$ cat src/rtl/fixed_point_q24_8_alu_assert.svh
// Assertion macros used by the ALU top level.
`ifndef FIXED_POINT_Q24_8_ALU_ASSERT_SVH
`define FIXED_POINT_Q24_8_ALU_ASSERT_SVH

// Same-cycle implication, checked on every rising edge outside reset.
`define FPA_ASSERT_IMP(label, ante, cons, msg) \
	label: assert property (@(posedge clk) disable iff (!arst_n) (ante) |-> (cons)) \
		else $error(msg);

// Next-cycle implication, checked on every rising edge outside reset.
`define FPA_ASSERT_NXT(label, ante, cons, msg) \
	label: assert property (@(posedge clk) disable iff (!arst_n) (ante) |=> (cons)) \
		else $error(msg);

`endif

$ cat src/rtl/fpa_pkg.sv
`timescale 1ns / 1ps
package fpa_pkg;

	localparam int WORD_W = 32;
	localparam int FRAC_W = 8;
	localparam int NUM_W = WORD_W + FRAC_W;

	localparam logic [3:0] OP_ADD      = 4'd0;
	localparam logic [3:0] OP_SUB      = 4'd1;
	localparam logic [3:0] OP_MUL      = 4'd2;
	localparam logic [3:0] OP_DIV      = 4'd3;
	localparam logic [3:0] OP_GT       = 4'd4;
	localparam logic [3:0] OP_LT       = 4'd5;
	localparam logic [3:0] OP_GE       = 4'd6;
	localparam logic [3:0] OP_LE       = 4'd7;
	localparam logic [3:0] OP_EQ       = 4'd8;
	localparam logic [3:0] OP_NE       = 4'd9;
	localparam logic [3:0] OP_INC      = 4'd10;
	localparam logic [3:0] OP_DEC      = 4'd11;
	localparam logic [3:0] OP_MIN      = 4'd12;
	localparam logic [3:0] OP_MAX      = 4'd13;
	localparam logic [3:0] OP_TO_INT   = 4'd14;
	localparam logic [3:0] OP_FROM_INT = 4'd15;

	localparam logic [WORD_W-1:0] W_MAX = {1'b0, {(WORD_W-1){1'b1}}};
	localparam logic [WORD_W-1:0] W_MIN = {1'b1, {(WORD_W-1){1'b0}}};

	typedef struct packed {
		logic              valid;
		logic [3:0]        mode;
		logic [WORD_W-1:0] res;
		logic              cmp;
		logic              ovf;
		logic              dz;
		logic              neg;
	} item_t;

	typedef struct packed {
		logic [WORD_W-1:0] rem;
		logic [NUM_W-1:0]  quo;
		logic [NUM_W-1:0]  num;
		logic [WORD_W-1:0] den;
	} div_t;

	typedef struct packed {
		item_t item;
		div_t  dv;
	} cell_t;

	// Saturates a sum that grew by one bit: {overflow, word}.
	function automatic logic [WORD_W:0] sat_word(input logic [WORD_W:0] v);
		logic [WORD_W:0] r;
		if (v[WORD_W] != v[WORD_W-1]) begin
			r = {1'b1, (v[WORD_W] ? W_MIN : W_MAX)};
		end else begin
			r = {1'b0, v[WORD_W-1:0]};
		end
		return r;
	endfunction

	function automatic logic [WORD_W-1:0] mag_word(input logic [WORD_W-1:0] v);
		return v[WORD_W-1] ? (~v + 1'b1) : v;
	endfunction

endpackage

$ cat src/rtl/fpa_div_cell.sv
`timescale 1ns / 1ps
module fpa_div_cell import fpa_pkg::*; (
	input  logic  clk,
	input  logic  arst_n,
	input  logic  en,
	input  cell_t d,
	output cell_t q
);

	logic vld_q;
	cell_t pay_q;
	cell_t nxt;
	logic [WORD_W:0] trial, diff;
	logic ge;

	// One restoring step: bring down the next numerator bit, subtract if it fits.
	always_comb begin
		trial = {d.dv.rem, d.dv.num[NUM_W-1]};
		ge = trial >= {1'b0, d.dv.den};
		diff = trial - {1'b0, d.dv.den};
		nxt = d;
		nxt.dv.rem = ge ? diff[WORD_W-1:0] : trial[WORD_W-1:0];
		nxt.dv.quo = {d.dv.quo[NUM_W-2:0], ge};
		nxt.dv.num = {d.dv.num[NUM_W-2:0], 1'b0};
	end

	always_ff @(posedge clk or negedge arst_n) begin
		if (!arst_n) begin
			vld_q <= 1'b0;
		end else if (en) begin
			vld_q <= d.item.valid;
		end
	end

	always_ff @(posedge clk) begin
		if (en) begin
			pay_q <= nxt;
		end
	end

	always_comb begin
		q = pay_q;
		q.item.valid = vld_q;
	end

endmodule

$ cat config.mk
export PLATFORM = sky130hd
export DESIGN_NAME = fpa_div_cell
export DESIGN_NICKNAME = d
export VERILOG_FILES = /design/src/rtl/fixed_point_q24_8_alu_assert.svh /design/src/rtl/fpa_pkg.sv /design/src/rtl/fpa_div_cell.sv
export SDC_FILE = /design/constraint.sdc
export NUM_CORES = 1
export LEC_CHECK = 0
export BUFFER_PORTS_ARGS = -buffer_cell sky130_fd_sc_hd__buf_2
export CAP_MARGIN = 20
export CELL_PAD_IN_SITES_DETAIL_PLACEMENT = 2
export CELL_PAD_IN_SITES_GLOBAL_PLACEMENT = 2
export CORE_AREA = 4 4 201 144
export DETAILED_ROUTE_END_ITERATION = 8
export DIE_AREA = 0 0 205 148
export GPL_TIMING_DRIVEN = 0
export PLACE_DENSITY_LB_ADDON = 0.1
export SETUP_SLACK_MARGIN = 0.2
export SLEW_MARGIN = 20
export SYNTH_ARGS = -nofsm -noshare
export SYNTH_HDL_FRONTEND = slang
export SYNTH_SLANG_ARGS = --single-unit
$ cat constraint.sdc
create_clock -name clk -period 1 [get_ports clk]
set_input_delay 0.2 -clock clk [delete_from_list [all_inputs] [get_ports clk]]
set_output_delay 0.2 -clock clk [all_outputs]
set_load 0.02 [all_outputs]
=== Yosys cells after proc, flatten, opt, wreduce, memory -nomap -nowiden ===
Cells that the tools add are included.

* Register bits after elaboration: 184
* Bits of input ports: 188
* Output and inout port bits: 185

* Muxes and demuxes: 1
* Add/subtract/negate cells: 1
* $lt $le $gt $ge: 1

{| class="wikitable"
|+ Operator list
! kind !! count
|-
| $ge A33 B32 Y1 || 1
|-
| $mux W32 || 1
|-
| $sub A32 B32 Y32 || 1
|}

=== Longest topological paths before layout ===
* Depth after elaboration: 2
* Depth in mapped cells: 13
* Gate-level depth less buffers: 12

=== Least setup slack after synthesis ===
No wires, ideal clock.

* Kind: input to register
* From: input port d[7] (netlist name)
* To: register pay_q, in the netlist q[125] (data pin)
* Library setup time: 0.262 ns
* Path slack: -1.976 ns
* Arrival time: 2.714 ns
* Data required time: 0.738 ns
* Stages: 12
* Buffers on the path: 2
* Path through: inv_1 > ha_1 > buf_2 > nand4_1 > or4_1 > a21oi_1 > nor3_1 > a211oi_2 > o21ai_2 > o31ai_4 > buf_4 > mux2_1

{| class="wikitable"
|+ RTL lines
! item !! line !! source
|-
| start: declaration || fpa_div_cell.sv:6 || <nowiki>input cell_t d,</nowiki>
|-
| end signal: assignment || fpa_div_cell.sv:37 || <nowiki>pay_q <= nxt;</nowiki>
|-
| end: declaration || fpa_div_cell.sv:11 || <nowiki>cell_t pay_q;</nowiki>
|}

==> flow_results.org <==
** Timing
- Counting I/O delays and the setup requirement, the final critical path takes ~2.7 ns.
- Tightest hold margin :: 0.0622 ns
- Final setup slack of the worst path :: -1.70 ns
- Final hold violations :: 0
- Derived from the worst setup path, the maximum achievable clock frequency is ~370 MHz.
- The worst pin sits at a relative slew slack of 0.608.
- Number of setup violations in the final report :: around 220
- Setup repair after global routing could not meet its margin everywhere.
- Setup TNS after final layout :: -94.08 ns
- Max Transition Viols Final :: 0
- Actual transition at the worst max-transition pin :: 0.585 ns
- Share of the clock period used by the worst path after layout :: 2.70
- Largest clock skew in the final design :: 0 ns

** Setup path
- Among cell families on the critical path, the largest total delay comes from simple AND/OR/NAND/NOR gates.
- The number of buffers and inverters on the critical path is 6.
- Critical Path End Type :: register
- Data arrival time of the critical path :: 2.90 ns
- Series of cell instances along the critical path :: buf_6 > inv_8 > ha_4 > buf_6 > nand4_1 > or4_4 > a21oi_2 > nor3_2 > a211oi_2 > buf_4 > o21ai_4 > o31ai_4 > buf_6 > buf_12 > mux2_4
- Cell repeated most along the worst path :: buf_6
- Crit path required time :: 1.20 ns
- Kind of start point of the critical path :: primary input
- The critical path in this run is classified as primary input to register.
- The slowest stage of the critical path is the or4_4 cell.
- Worst-path fanout max :: 6
- Stage delay of the slowest cell on the critical path :: 0.55 ns

** GRT
- Number of global-route vias before repair :: 7,660
- Initial antenna violation count :: 8
- The total overflow left after global routing is 0.
- Wire length of the first global-routing pass :: between 50,000 and 60,000 microns
- Global routing usage summed across all routing layers :: 0.266
- Entering global routing, the biggest net connects 50 pins.

** Final layout
- Once layout is complete, the cells apart from fillers number 1,504.
- Fill cells in the final layout number 2,550.
- Share of cells above drive strength 1 :: 0.464
- Compared with the post-synthesis result, the final layout area differs by 85.0%.
- Nets :: approximately 1.3k
- For this run, the share of the core covered by cells in the final layout is 0.537.

** Logic synthesis
- YS warnings :: 0
- Fraction of synthesized cell area taken by the top area cell type :: 0.708
- Post-synthesis cell type count :: 50
- Top post-synthesis cells by area :: edfxtp_1 71%, ha_1 5.2%, a21oi_1 3.6%
- Among all flip-flop cells after synthesis, the most frequent one is edfxtp_1.
- A synthesized cell averages 14.6 sq um.
- In this run the cell area of the synthesized design comes to 7760 sq um.
- For this run, the register share of the synthesized area comes to 0.711.
- Synthesis produced a netlist whose cell count is 533.
- Yosys instantiated no cell more often than edfxtp_1.
- The synthesized design contains 183 enable-type register cells.
- Counting flops with an async set or reset pin after synthesis yields a share of 0.00543.
- Synthesis produced a netlist with a net count of ~750.
- Post-synth top area cell :: edfxtp_1
- Ranked by instance count, the synthesized netlist is headed by 183 x edfxtp_1, 56 x a21oi_1, 38 x inv_1, 35 x nor2_1, 32 x ha_1.
- Flip-flop and latch count after synthesis :: roughly 180

** Detailed routing
- Dividing the detail-routed wire length by the instance count gives 30.1 microns.
- Total met2 wirelength after detailed routing :: 22,700 microns
- Number of routed nets with antenna violations :: 0
- First-iteration detailed-routing DRC count :: about 410
- In the detailed route, the total length drawn on met3 is 3080 microns.
- DR vias/cell :: 4.84
- The highest metal layer carrying signal wires in the routed design is met5.
- Metal-1 WL :: 18,700 microns
- DRC :: 0
- The first detailed-routing pass took 5 iterations.
- After detailed routing, the total wire length is roughly 45,000 microns.
- The routed layout has 7,276 vias.

** Die
- The floorplan has 50 rows.
- Die footprint :: 30,300 sq um
- Width of the die :: 205 microns
- Effective utilization at floorplan :: 0.290
- 373 I/O pins were placed.
- The floorplan step defined a core boundary enclosing approximately 27,000 sq um.
- Die height :: 148 microns

** Outcome
- Failing checks :: negative setup slack
- Status :: finished, violations left

** Clocking
- Depth of the CTS H-tree :: 4
- # clock sinks :: between 150 and 200
- Clock root buffer :: clkbuf_16
- TritonCTS built the clock tree.
- Clk slew on worst S/H paths :: 0.07 ns
- Maximum clock insertion buffer count :: 2
- TritonCTS created 17 clock buffers.
- Clock Latency Late Sink :: 0.45 ns

** Power and ir drop
- For this design the static power due to leakage is around 6.1 nW.
- IR analysis of the VDD net gives a maximum drop of 1.35 mV.
- Dividing total power by cell area gives a power density of roughly 1600 nW/um^2.

** Flow run
- The tool flagged a number of max-cap violations equal to 0.

** Place
- At the placement stage, the worst setup path has a slack of -2.76 ns.
- Placed cells :: 1,268
- Buffers placed on the I/O ports in this run total 370.
- Detailed placement ended at an HPWL of 25,300 microns.
- Final Wtd Congestion :: 0.823

** Hold path
- The tightest min-delay check is of the primary input to register type.
-- state kept, by name (all words and copies together), names as in the netlist --
| signal | cells |
|---|---|
| vld_q | 1 |
| q | 183 |
-- cell usage in the layout (no fill, tap or decap), drive strengths merged, types with 4 or more instances in the layout --
| master | instances |
|---|---|
| nor2 | 35 |
| o21a | 6 |
| nand2 | 26 |
| ha | 32 |
| a21o | 12 |
| o211ai | 4 |
| clkinv | 7 |
| a31oi | 5 |
| a21oi | 56 |
| nand3 | 8 |
| nand4 | 8 |
| buf | 429 |
| xnor2 | 15 |
| clkbuf | 24 |
| inv | 42 |
| edfxtp | 183 |
| a211oi | 4 |
| mux2 | 11 |
| o21ai | 18 |
| dlygate4sd3 | 152 |
| diode | 7 |
| nor4 | 4 |
| xor2 | 12 |
-- metal layers --
layer,track usage,up-vias
li1,-,3181
met1,0.343,3774
met2,0.436,264
met3,0.0849,49
met4,0.0740,8
met5,0,-
-- final timing paths --
path	cells after the start	startpoint	end	slack, ns
setup / recovery	15	d[7]	q[125]	-1.70
hold / removal	2	d[118]	q[119]	0.06
setup reg to reg	1	vld_q	vld_q	0.22
hold reg to reg	1	vld_q	vld_q	0.56
max in group asynchronous	2	arst_n	vld_q	0.84
min in group asynchronous	2	arst_n	vld_q	0.08
-- repair_timing --
action | in CTS | in global routing
setup endpoints to repair | 316 | 266
setup buffers | 29 | 12
cloned | 3 | 2
hold buffers | 152 | 0
pin swaps | 18 | 15
hold endpoints to repair | 152 | 0
gates resized for setup | 331 | 135
-- final cells by class --
class	count	area, sq um	share of cell area
clock buffers	17	425	0.0296
plain buffers	20	231	0.0161
multi-input cells	291	2340	0.163
well taps	364	455	0.0317
diodes	7	17.5	0.00122
repair buffers	569	5060	0.353
clock inverters	14	148	0.0103
inverters	38	158	0.0110
flip-flops and latches	184	5520	0.385
-- stage by stage --
step | instance area [sq um] | power [mW]
6_report | 14400 | 23.3
5_1_grt | 14300 | 24.2
4_1_cts | 13800 | 22.5
3_5_place_dp | 10300 | 13.9
3_3_place_gp | 10200 | 13.8
2_1_floorplan | 7930 | 12.0
-- report_power, final --
group | leakage, nW | total (mW) | internal, mW | switching [mW]
clock | 0.282 | 7.11 | 3.70 | 3.41
sequential | 1.80 | 9.84 | 9.36 | 0.477
combinational | 4.03 | 6.38 | 3.10 | 3.28
-- cells by family (layout without fill, tap and decap cells) --
| group | Yosys count | count (layout) | share of synthesized area |
|---|---|---|---|
| DFF | 184 | 184 | 0.711 |
| and+or+nand+nor | 99 | 99 | 0.0600 |
| muxes | 12 | 12 | 0.0173 |
| buffers and inverters | 58 | 658 | 0.0319 |
| other | 1 | 8 | 0.000483 |
| xor gates and xnor gates | 27 | 27 | 0.0305 |
| AOI/OAI and AO/OA | 119 | 119 | 0.0943 |
| adders and majority gates | 33 | 33 | 0.0542 |
Note: power is estimated with default switching activity, not from simulation.
