## config.mk

```make
export PLATFORM = sky130hd
export DESIGN_NAME = fpa_front
export DESIGN_NICKNAME = d
export VERILOG_FILES = /design/src/rtl/fixed_point_q24_8_alu_assert.svh /design/src/rtl/fpa_pkg.sv /design/src/rtl/fpa_front.sv
export SDC_FILE = /design/constraint.sdc
export NUM_CORES = 2
export LEC_CHECK = 0
export ABC_AREA = 1
export ABC_CLOCK_PERIOD_IN_PS = 2770
export BUFFER_PORTS_ARGS = -buffer_cell sky130_fd_sc_hd__buf_2
export CAP_MARGIN = 25
export CORE_ASPECT_RATIO = 0.7
export CORE_UTILIZATION = 30
export DETAILED_ROUTE_END_ITERATION = 8
export GPL_ROUTABILITY_DRIVEN = 0
export HOLD_SLACK_MARGIN = 0.06
export SETUP_SLACK_MARGIN = 0.3
export SLEW_MARGIN = 20
export SYNTH_ARGS = -nofsm -noshare
export SYNTH_HDL_FRONTEND = slang
export SYNTH_SLANG_ARGS = --single-unit
```

## constraint.sdc

```tcl
create_clock -name clk -period 2.77 [get_ports clk]
set_input_delay 0.277 -clock clk [delete_from_list [all_inputs] [get_ports clk]]
set_output_delay 0.277 -clock clk [all_outputs]
set_load 0.02 [all_outputs]
```

## src/rtl/fixed_point_q24_8_alu_assert.svh

```systemverilog
// Assertion macros used by the ALU top level.
`ifndef FIXED_POINT_Q24_8_ALU_ASSERT_SVH
`define FIXED_POINT_Q24_8_ALU_ASSERT_SVH

// Same-cycle implication, checked on every rising edge outside reset.
`define FPA_ASSERT_IMP(label, ante, cons, msg) \
	label: assert property (@(posedge clk) disable iff (!arst_n) (ante) |-> (cons)) \
		else $error(msg);

// Next-cycle implication, checked on every rising edge outside reset.
`define FPA_ASSERT_NXT(label, ante, cons, msg) \
	label: assert property (@(posedge clk) disable iff (!arst_n) (ante) |=> (cons)) \
		else $error(msg);

`endif

```

## src/rtl/fpa_pkg.sv

```systemverilog
`timescale 1ns / 1ps
package fpa_pkg;

	localparam int WORD_W = 32;
	localparam int FRAC_W = 8;
	localparam int NUM_W = WORD_W + FRAC_W;

	localparam logic [3:0] OP_ADD      = 4'd0;
	localparam logic [3:0] OP_SUB      = 4'd1;
	localparam logic [3:0] OP_MUL      = 4'd2;
	localparam logic [3:0] OP_DIV      = 4'd3;
	localparam logic [3:0] OP_GT       = 4'd4;
	localparam logic [3:0] OP_LT       = 4'd5;
	localparam logic [3:0] OP_GE       = 4'd6;
	localparam logic [3:0] OP_LE       = 4'd7;
	localparam logic [3:0] OP_EQ       = 4'd8;
	localparam logic [3:0] OP_NE       = 4'd9;
	localparam logic [3:0] OP_INC      = 4'd10;
	localparam logic [3:0] OP_DEC      = 4'd11;
	localparam logic [3:0] OP_MIN      = 4'd12;
	localparam logic [3:0] OP_MAX      = 4'd13;
	localparam logic [3:0] OP_TO_INT   = 4'd14;
	localparam logic [3:0] OP_FROM_INT = 4'd15;

	localparam logic [WORD_W-1:0] W_MAX = {1'b0, {(WORD_W-1){1'b1}}};
	localparam logic [WORD_W-1:0] W_MIN = {1'b1, {(WORD_W-1){1'b0}}};

	typedef struct packed {
		logic              valid;
		logic [3:0]        mode;
		logic [WORD_W-1:0] res;
		logic              cmp;
		logic              ovf;
		logic              dz;
		logic              neg;
	} item_t;

	typedef struct packed {
		logic [WORD_W-1:0] rem;
		logic [NUM_W-1:0]  quo;
		logic [NUM_W-1:0]  num;
		logic [WORD_W-1:0] den;
	} div_t;

	typedef struct packed {
		item_t item;
		div_t  dv;
	} cell_t;

	// Saturates a sum that grew by one bit: {overflow, word}.
	function automatic logic [WORD_W:0] sat_word(input logic [WORD_W:0] v);
		logic [WORD_W:0] r;
		if (v[WORD_W] != v[WORD_W-1]) begin
			r = {1'b1, (v[WORD_W] ? W_MIN : W_MAX)};
		end else begin
			r = {1'b0, v[WORD_W-1:0]};
		end
		return r;
	endfunction

	function automatic logic [WORD_W-1:0] mag_word(input logic [WORD_W-1:0] v);
		return v[WORD_W-1] ? (~v + 1'b1) : v;
	endfunction

endpackage

```

## src/rtl/fpa_front.sv

```systemverilog
`timescale 1ns / 1ps
module fpa_front import fpa_pkg::*; (
	input  logic                     clk,
	input  logic                     arst_n,
	input  logic                     en,
	input  logic                     in_valid,
	input  logic [3:0]               mode,
	input  logic signed [WORD_W-1:0] operand_a,
	input  logic signed [WORD_W-1:0] operand_b,
	output cell_t                    q
);

	logic vld_s1, vld_s2, vld_s3;
	cell_t pl_s1, pl_s2, pl_s3;
	logic signed [2*WORD_W-1:0] prod_s1;
	logic [2*WORD_W-1:0] pmag_s2;
	logic pneg_s2;

	cell_t c1;
	logic [WORD_W:0] a_x, b_x, sat_t;
	logic [FRAC_W:0] a_hi;

	always_comb begin
		a_x = {operand_a[WORD_W-1], operand_a};
		b_x = {operand_b[WORD_W-1], operand_b};
		a_hi = operand_a[WORD_W-1:WORD_W-FRAC_W-1];
		sat_t = '0;
		c1 = '0;
		c1.item.valid = in_valid;
		c1.item.mode = mode;
		c1.item.neg = operand_a[WORD_W-1] ^ operand_b[WORD_W-1];
		c1.dv.num = {mag_word(operand_a), {FRAC_W{1'b0}}};
		c1.dv.den = mag_word(operand_b);
		case (mode)
			OP_ADD: sat_t = sat_word(a_x + b_x);
			OP_SUB: sat_t = sat_word(a_x - b_x);
			OP_INC: sat_t = sat_word(a_x + 1'b1);
			OP_DEC: sat_t = sat_word(a_x - 1'b1);
			default: sat_t = '0;
		endcase
		case (mode)
			OP_ADD, OP_SUB, OP_INC, OP_DEC: begin
				c1.item.res = sat_t[WORD_W-1:0];
				c1.item.ovf = sat_t[WORD_W];
			end
			OP_DIV: c1.item.dz = (operand_b == '0);
			OP_GT: c1.item.cmp = operand_a > operand_b;
			OP_LT: c1.item.cmp = operand_a < operand_b;
			OP_GE: c1.item.cmp = operand_a >= operand_b;
			OP_LE: c1.item.cmp = operand_a <= operand_b;
			OP_EQ: c1.item.cmp = operand_a == operand_b;
			OP_NE: c1.item.cmp = operand_a != operand_b;
			OP_MIN: c1.item.res = (operand_a < operand_b) ? operand_a : operand_b;
			OP_MAX: c1.item.res = (operand_a > operand_b) ? operand_a : operand_b;
			OP_TO_INT: c1.item.res = operand_a >>> FRAC_W;
			OP_FROM_INT: begin
				if (a_hi == '0 || a_hi == '1) begin
					c1.item.res = operand_a <<< FRAC_W;
				end else begin
					c1.item.res = operand_a[WORD_W-1] ? W_MIN : W_MAX;
					c1.item.ovf = 1'b1;
				end
			end
			default: c1.item.res = '0;
		endcase
	end

	// Multiply finishing: magnitude, then round half away from zero and clamp.
	logic [2*WORD_W-1:0] rnd;
	cell_t c3;
	always_comb begin
		rnd = (pmag_s2 + (64'd1 << (FRAC_W - 1))) >> FRAC_W;
		c3 = pl_s2;
		if (pl_s2.item.mode == OP_MUL) begin
			if (pneg_s2) begin
				if (rnd > {{WORD_W{1'b0}}, W_MIN}) begin
					c3.item.res = W_MIN;
					c3.item.ovf = 1'b1;
				end else begin
					c3.item.res = ~rnd[WORD_W-1:0] + 1'b1;
				end
			end else begin
				if (rnd > {{WORD_W{1'b0}}, W_MAX}) begin
					c3.item.res = W_MAX;
					c3.item.ovf = 1'b1;
				end else begin
					c3.item.res = rnd[WORD_W-1:0];
				end
			end
		end
	end

	always_ff @(posedge clk or negedge arst_n) begin
		if (!arst_n) begin
			vld_s1 <= 1'b0;
			vld_s2 <= 1'b0;
			vld_s3 <= 1'b0;
		end else if (en) begin
			vld_s1 <= in_valid;
			vld_s2 <= vld_s1;
			vld_s3 <= vld_s2;
		end
	end

	always_ff @(posedge clk) begin
		if (en) begin
			pl_s1 <= c1;
			prod_s1 <= operand_a * operand_b;
			pl_s2 <= pl_s1;
			pmag_s2 <= prod_s1[2*WORD_W-1] ? (~prod_s1 + 1'b1) : prod_s1;
			pneg_s2 <= prod_s1[2*WORD_W-1];
			pl_s3 <= c3;
		end
	end

	always_comb begin
		q = pl_s3;
		q.item.valid = vld_s3;
	end

endmodule

```

# [Yosys cells after proc, flatten, opt, wreduce, memory -nomap -nowiden]
# Index checks and enable logic that the tools add are counted.
# Widths: inputs -> output; s select.
[word_totals] ff_bits=444 output_inout_bits=185 in_bits=72
[op_classes] n_bitwise=5 mul=1 n_addsub=9 reduce_logical=5 magnitude_cmp=6 muxes=28 n_eq_ne=22
[ops] operator="$mux 32" count=12
[ops] operator="$pmux 32 s5" count=1
[ops] operator="$mux 33" count=4
[ops] operator="$pmux 33 s4" count=1
[ops] operator="$add 32x1->32 const B" count=3
[ops] operator="$not 32->32" count=3
[ops] operator="$add 64x1->64 const B" count=1
[ops] operator="$add 64x8->64 const B" count=1
[ops] operator="$mul 32x32->64" count=1
[ops] operator="$not 64->64" count=1
[ops] operator="$mux 63" count=1
[ops] operator="$mux 31" count=2
[ops] operator="$gt 56x31->1 const B" count=1
[ops] operator="$gt 56x32->1 const B" count=1
[ops] operator="$add 32x2->33 const B" count=1
[ops] operator="$add 32x32->33" count=1
[ops] operator="$sub 32x2->33 const B" count=1
[ops] operator="$sub 32x32->33" count=1
[ops] operator="$eq 32x32->1" count=1
[ops] operator="$eq 4x4->1 const B" count=8
[ops] operator="$ge 32x32->1" count=1
[ops] operator="$gt 32x32->1" count=1
[ops] operator="$le 32x32->1" count=1
[ops] operator="$logic_not 32->1" count=1
[ops] operator="other kinds (15)" count=26

# [Longest topological paths before layout]
[logic_depth] ltp_word=6 depth_mapped=31 ltp_nobuf=30

# [Worst setup path after synthesis]
# Ideal clock, no wire load.
[synth_timing] path_kind="in2reg" from="input port operand_a[31]" to="register prod_s1[53] (data pin)" required_time_ps=2518 arrival_ps=7672 setup_time_ps=252 cell_stages=26 path_slack_ps=-5154 path_buffers=3 path_cell_list="clkbuf_1 -> clkbuf_1 -> clkbuf_1 -> nand2_1 -> fa_1 -> fa_1 -> inv_1 -> fa_1 -> fa_1 -> fa_1 -> fa_1 -> inv_1 -> fa_1 -> inv_1 -> fa_1 -> ha_1 -> nand2_1 -> nor2_1 -> inv_1 -> nor2_1 -> inv_1 -> nor2_1 -> nand4_1 -> or2_2 -> nand3_1 -> nand2_1"
[synth_between] elab_chain_cells=1
[synth_lines] item="start, declared" line_no="fpa_front.sv:8" source="input logic signed [WORD_W-1:0] operand_a,"
[synth_lines] item="$mul 32x32->64" line_no="fpa_front.sv:108" source="prod_s1 <= operand_a * operand_b;"
[synth_lines] item="end signal, assigned" line_no="fpa_front.sv:108"
[synth_lines] item="end, declared" line_no="fpa_front.sv:15" source="logic signed [2*WORD_W-1:0] prod_s1;"
# Every way passes these cells.
# A chain may end at the register's enable or synchronous reset.

# [Final worst setup path]
[layout_timing] from="input port operand_a[31]" to="register prod_s1[62] (data pin)"
# The elaborated chain is that of the path after synthesis.

==> results_dict.tcl <==
set metrics [dict create \
    slowest_stage "fa_2" \
    finalCriticalPeriod_ns 6.56 \
    portBuffers 176 \
    grt_max_degree 93 \
    syn_area_sq_um 67500 \
    fmax_mhz 152 \
    clockBufferDepth 3 \
    yosys_register_bits 437 \
    via_count 64800 \
    synth_top_flop_cell "edfxtp_1" \
    cts_buffers 47 \
    final_area_sq_um 95600 \
    fin_crit_sh_pct 237 \
    die_w_um 569 \
    fin_nets 11700 \
    violations "setup timing" \
    ys_seq_area_share_pct 19.4 \
    fin_ws_ns -3.79 \
    drt_iter0_drc 7708 \
    cts_sinks 437 \
    wl_met3_um 42000 \
    ys_warn_count 0 \
    met1_length_um 113000 \
    vias_per_cell 4.87 \
    root_buffer "clkbuf_16" \
    syn_to_final_growth_pct 41.6 \
    ant_nets 0 \
    antenna_found_initial 25 \
    first_pass_iters 6 \
    worst_ep_arrival_time_ns 6.96 \
    drcViolationCount 0 \
    wl_per_cell_um 20.9 \
    synth_edf_count 434 \
    dp_hpwl_um 218000 \
    synth.area.top_cells "fa_1, edfxtp_1, nand2_1" \
    top_layer_used "met5" \
    layout-drive-gt1-share_pct 31.8 \
    yosys-top-cells-count "nand2_1, inv_1, fa_1" \
    drv_slew 0 \
    holdWs_ns 0.168 \
    synth.most_common_cell "nand2_1" \
    clkLatencyLatePin_ns 0.68 \
    final_util_pct 42.8 \
    wl_um 278000 \
    core-area_sq_um 223000 \
    place_area_sq_um 84100 \
    fillerInstances 21100 \
    ios 257 \
    synth_cells 8632 \
    path_class "primary input to flop" \
    endpoint_kind "flop" \
    worst_slew_pin_slew_ns 0.829 \
    cpPeakStageDelay_ns 0.70 \
    whs_path_depth 4 \
    slew_headroom_pct 44.7 \
    htreeDepth 2 \
    multi_input_area_sq_um 51100 \
    maxCapViolations 0 \
    status "complete, but fails checks" \
    seqCellArea_sq_um 13100 \
    ys_async_sr_fraction_pct 0.686 \
    grt_pass1_wl_um 400000 \
    post-place-ws_ns -4.95 \
    hold_viol_final 0 \
    start_util_pct 30.2 \
    synth_top_area_share_pct 32.1 \
    clk_pin_slew_ns 0.06 \
    grtUsageTotal_pct 23.4 \
    hold_path_class "primary input to flop" \
    setup_viol 133 \
    cp.required_ns 3.17 \
    rsz0062_at_grt "yes" \
    worstRegToRegCells 22 \
    syn_avg_cell_area_sq_um 7.82 \
    setup.worst_path.start_class "primary input" \
    overflow 0 \
    grt_pass1_vias 64200 \
    core.rowCount 145 \
    die_h_um 399 \
    finClkSkew_ns 0.0977 \
    ys_types 52 \
    synth_top_area_cell "fa_1" \
    die_area_sq_um 227000 \
    cp_max_fo 8 \
    cts_tree "done" \
    cpMostUsedCell "fa_1" \
    dr_wl_met2_um 113000 \
]
==> state kept, by name, summed over array words and instances, names as in the netlist <==
| register | count |
|---|---|
| c3 | 71 |
| pl_s1 | 104 |
| pl_s2 | 33 |
| pmag_s2 | 57 |
| pneg_s2 | 1 |
| prod_s1 | 64 |
| q | 104 |
| vld_s1 | 1 |
| vld_s2 | 1 |
| vld_s3 | 1 |
==> placed cells by master (no fill, tap or decap), types with 39 or more instances in the layout <==
cell / netlist / final
inv_2: 8 / 171
inv_1: 2047 / 1858
edfxtp_1: 434 / 434
xor2_1: 217 / 207
clkbuf_16: 0 / 67
nand2_1: 2190 / 1850
o21ai_0: 202 / 136
buf_6: 2 / 223
nor2_1: 715 / 502
a21oi_1: 225 / 144
nand3_1: 387 / 324
buf_12: 0 / 146
nor2_4: 10 / 113
buf_8: 0 / 39
nand2_2: 12 / 202
ha_1: 255 / 152
ha_4: 0 / 92
conb_1: 1 / 80
xnor2_1: 51 / 41
buf_4: 87 / 1373
buf_2: 58 / 124
nand4_1: 68 / 68
fa_1: 1084 / 982
a21oi_2: 0 / 49
nor2_2: 13 / 123
fa_2: 0 / 102
nand2_4: 0 / 138
nor3_1: 59 / 45
==> layer usage <==
metal,track usage [%],up-vias
li1,-,28800
met1,32.5,31600
met2,33.6,3832
met3,8.62,564
met4,7.28,32
met5,0,-
==> what timing repair did <==
action                                  in CTS  in global routing
endpoints found under the setup margin     164                181
hold buffers                                 9                  0
buffers inserted                           140                130
cloned                                      14                 25
pin swaps                                  341                457
endpoints found under the hold margin       17                  0
gates resized for setup                    787                957
==> critical path: cells and delay by family <==
kind	cells	cell delay [ns]
simple gates	6	0.81
fa+ha+maj	9	4.66
xor+xnor	1	0.05
buf+inv	9	1.12
==> final timing paths <==
path                                    start  slack (ns)           to
worst max-delay path            operand_a[31]       -3.79  prod_s1[62]
worst min-delay path             operand_b[9]        0.17     pl_s1[9]
worst max register to register    pmag_s2[11]       -0.35       q[161]
worst min register to register     pl_s1[178]        0.33   pl_s2[178]
max in group asynchronous              arst_n        2.13       vld_s1
min in group asynchronous              arst_n        0.49       vld_s2
==> layout make-up <==
type	instances	share of cell area [%]
timing repair buffer	1960	19.1
tap	3013	3.94
antenna	7	0.0183
inverter	2061	8.19
clock buffer	56	1.27
sequential	437	13.7
multi-input combinational	5758	53.4
clock inverter	30	0.344
==> kinds of logic after synthesis <==
kind of cell / Yosys count / synth area share, %
XOR/XNOR: 268 / 3.48
AND/OR/NAND/NOR: 3524 / 21.2
multiplexers: 1 / 0.0167
flip-flops: 437 / 19.4
adder cells (fa/ha/maj): 1339 / 36.9
other: 1 / 0.00555
buffers and inverters: 2516 / 14.6
AO/OA/AOI/OAI: 546 / 4.45
==> per-stage QoR <==
step,instances,TNS [ns]
final,13300,-212.64
after global routing,13300,-226.77
after CTS,13200,-201.70
after detailed placement,12900,-317.62
after global placement,12900,-314.10
after floorplan,8711,-195.79
Power is left out: the tool's default activity adds up to more than one toggle a clock period on the data nets, which glitch-free logic cannot reach.
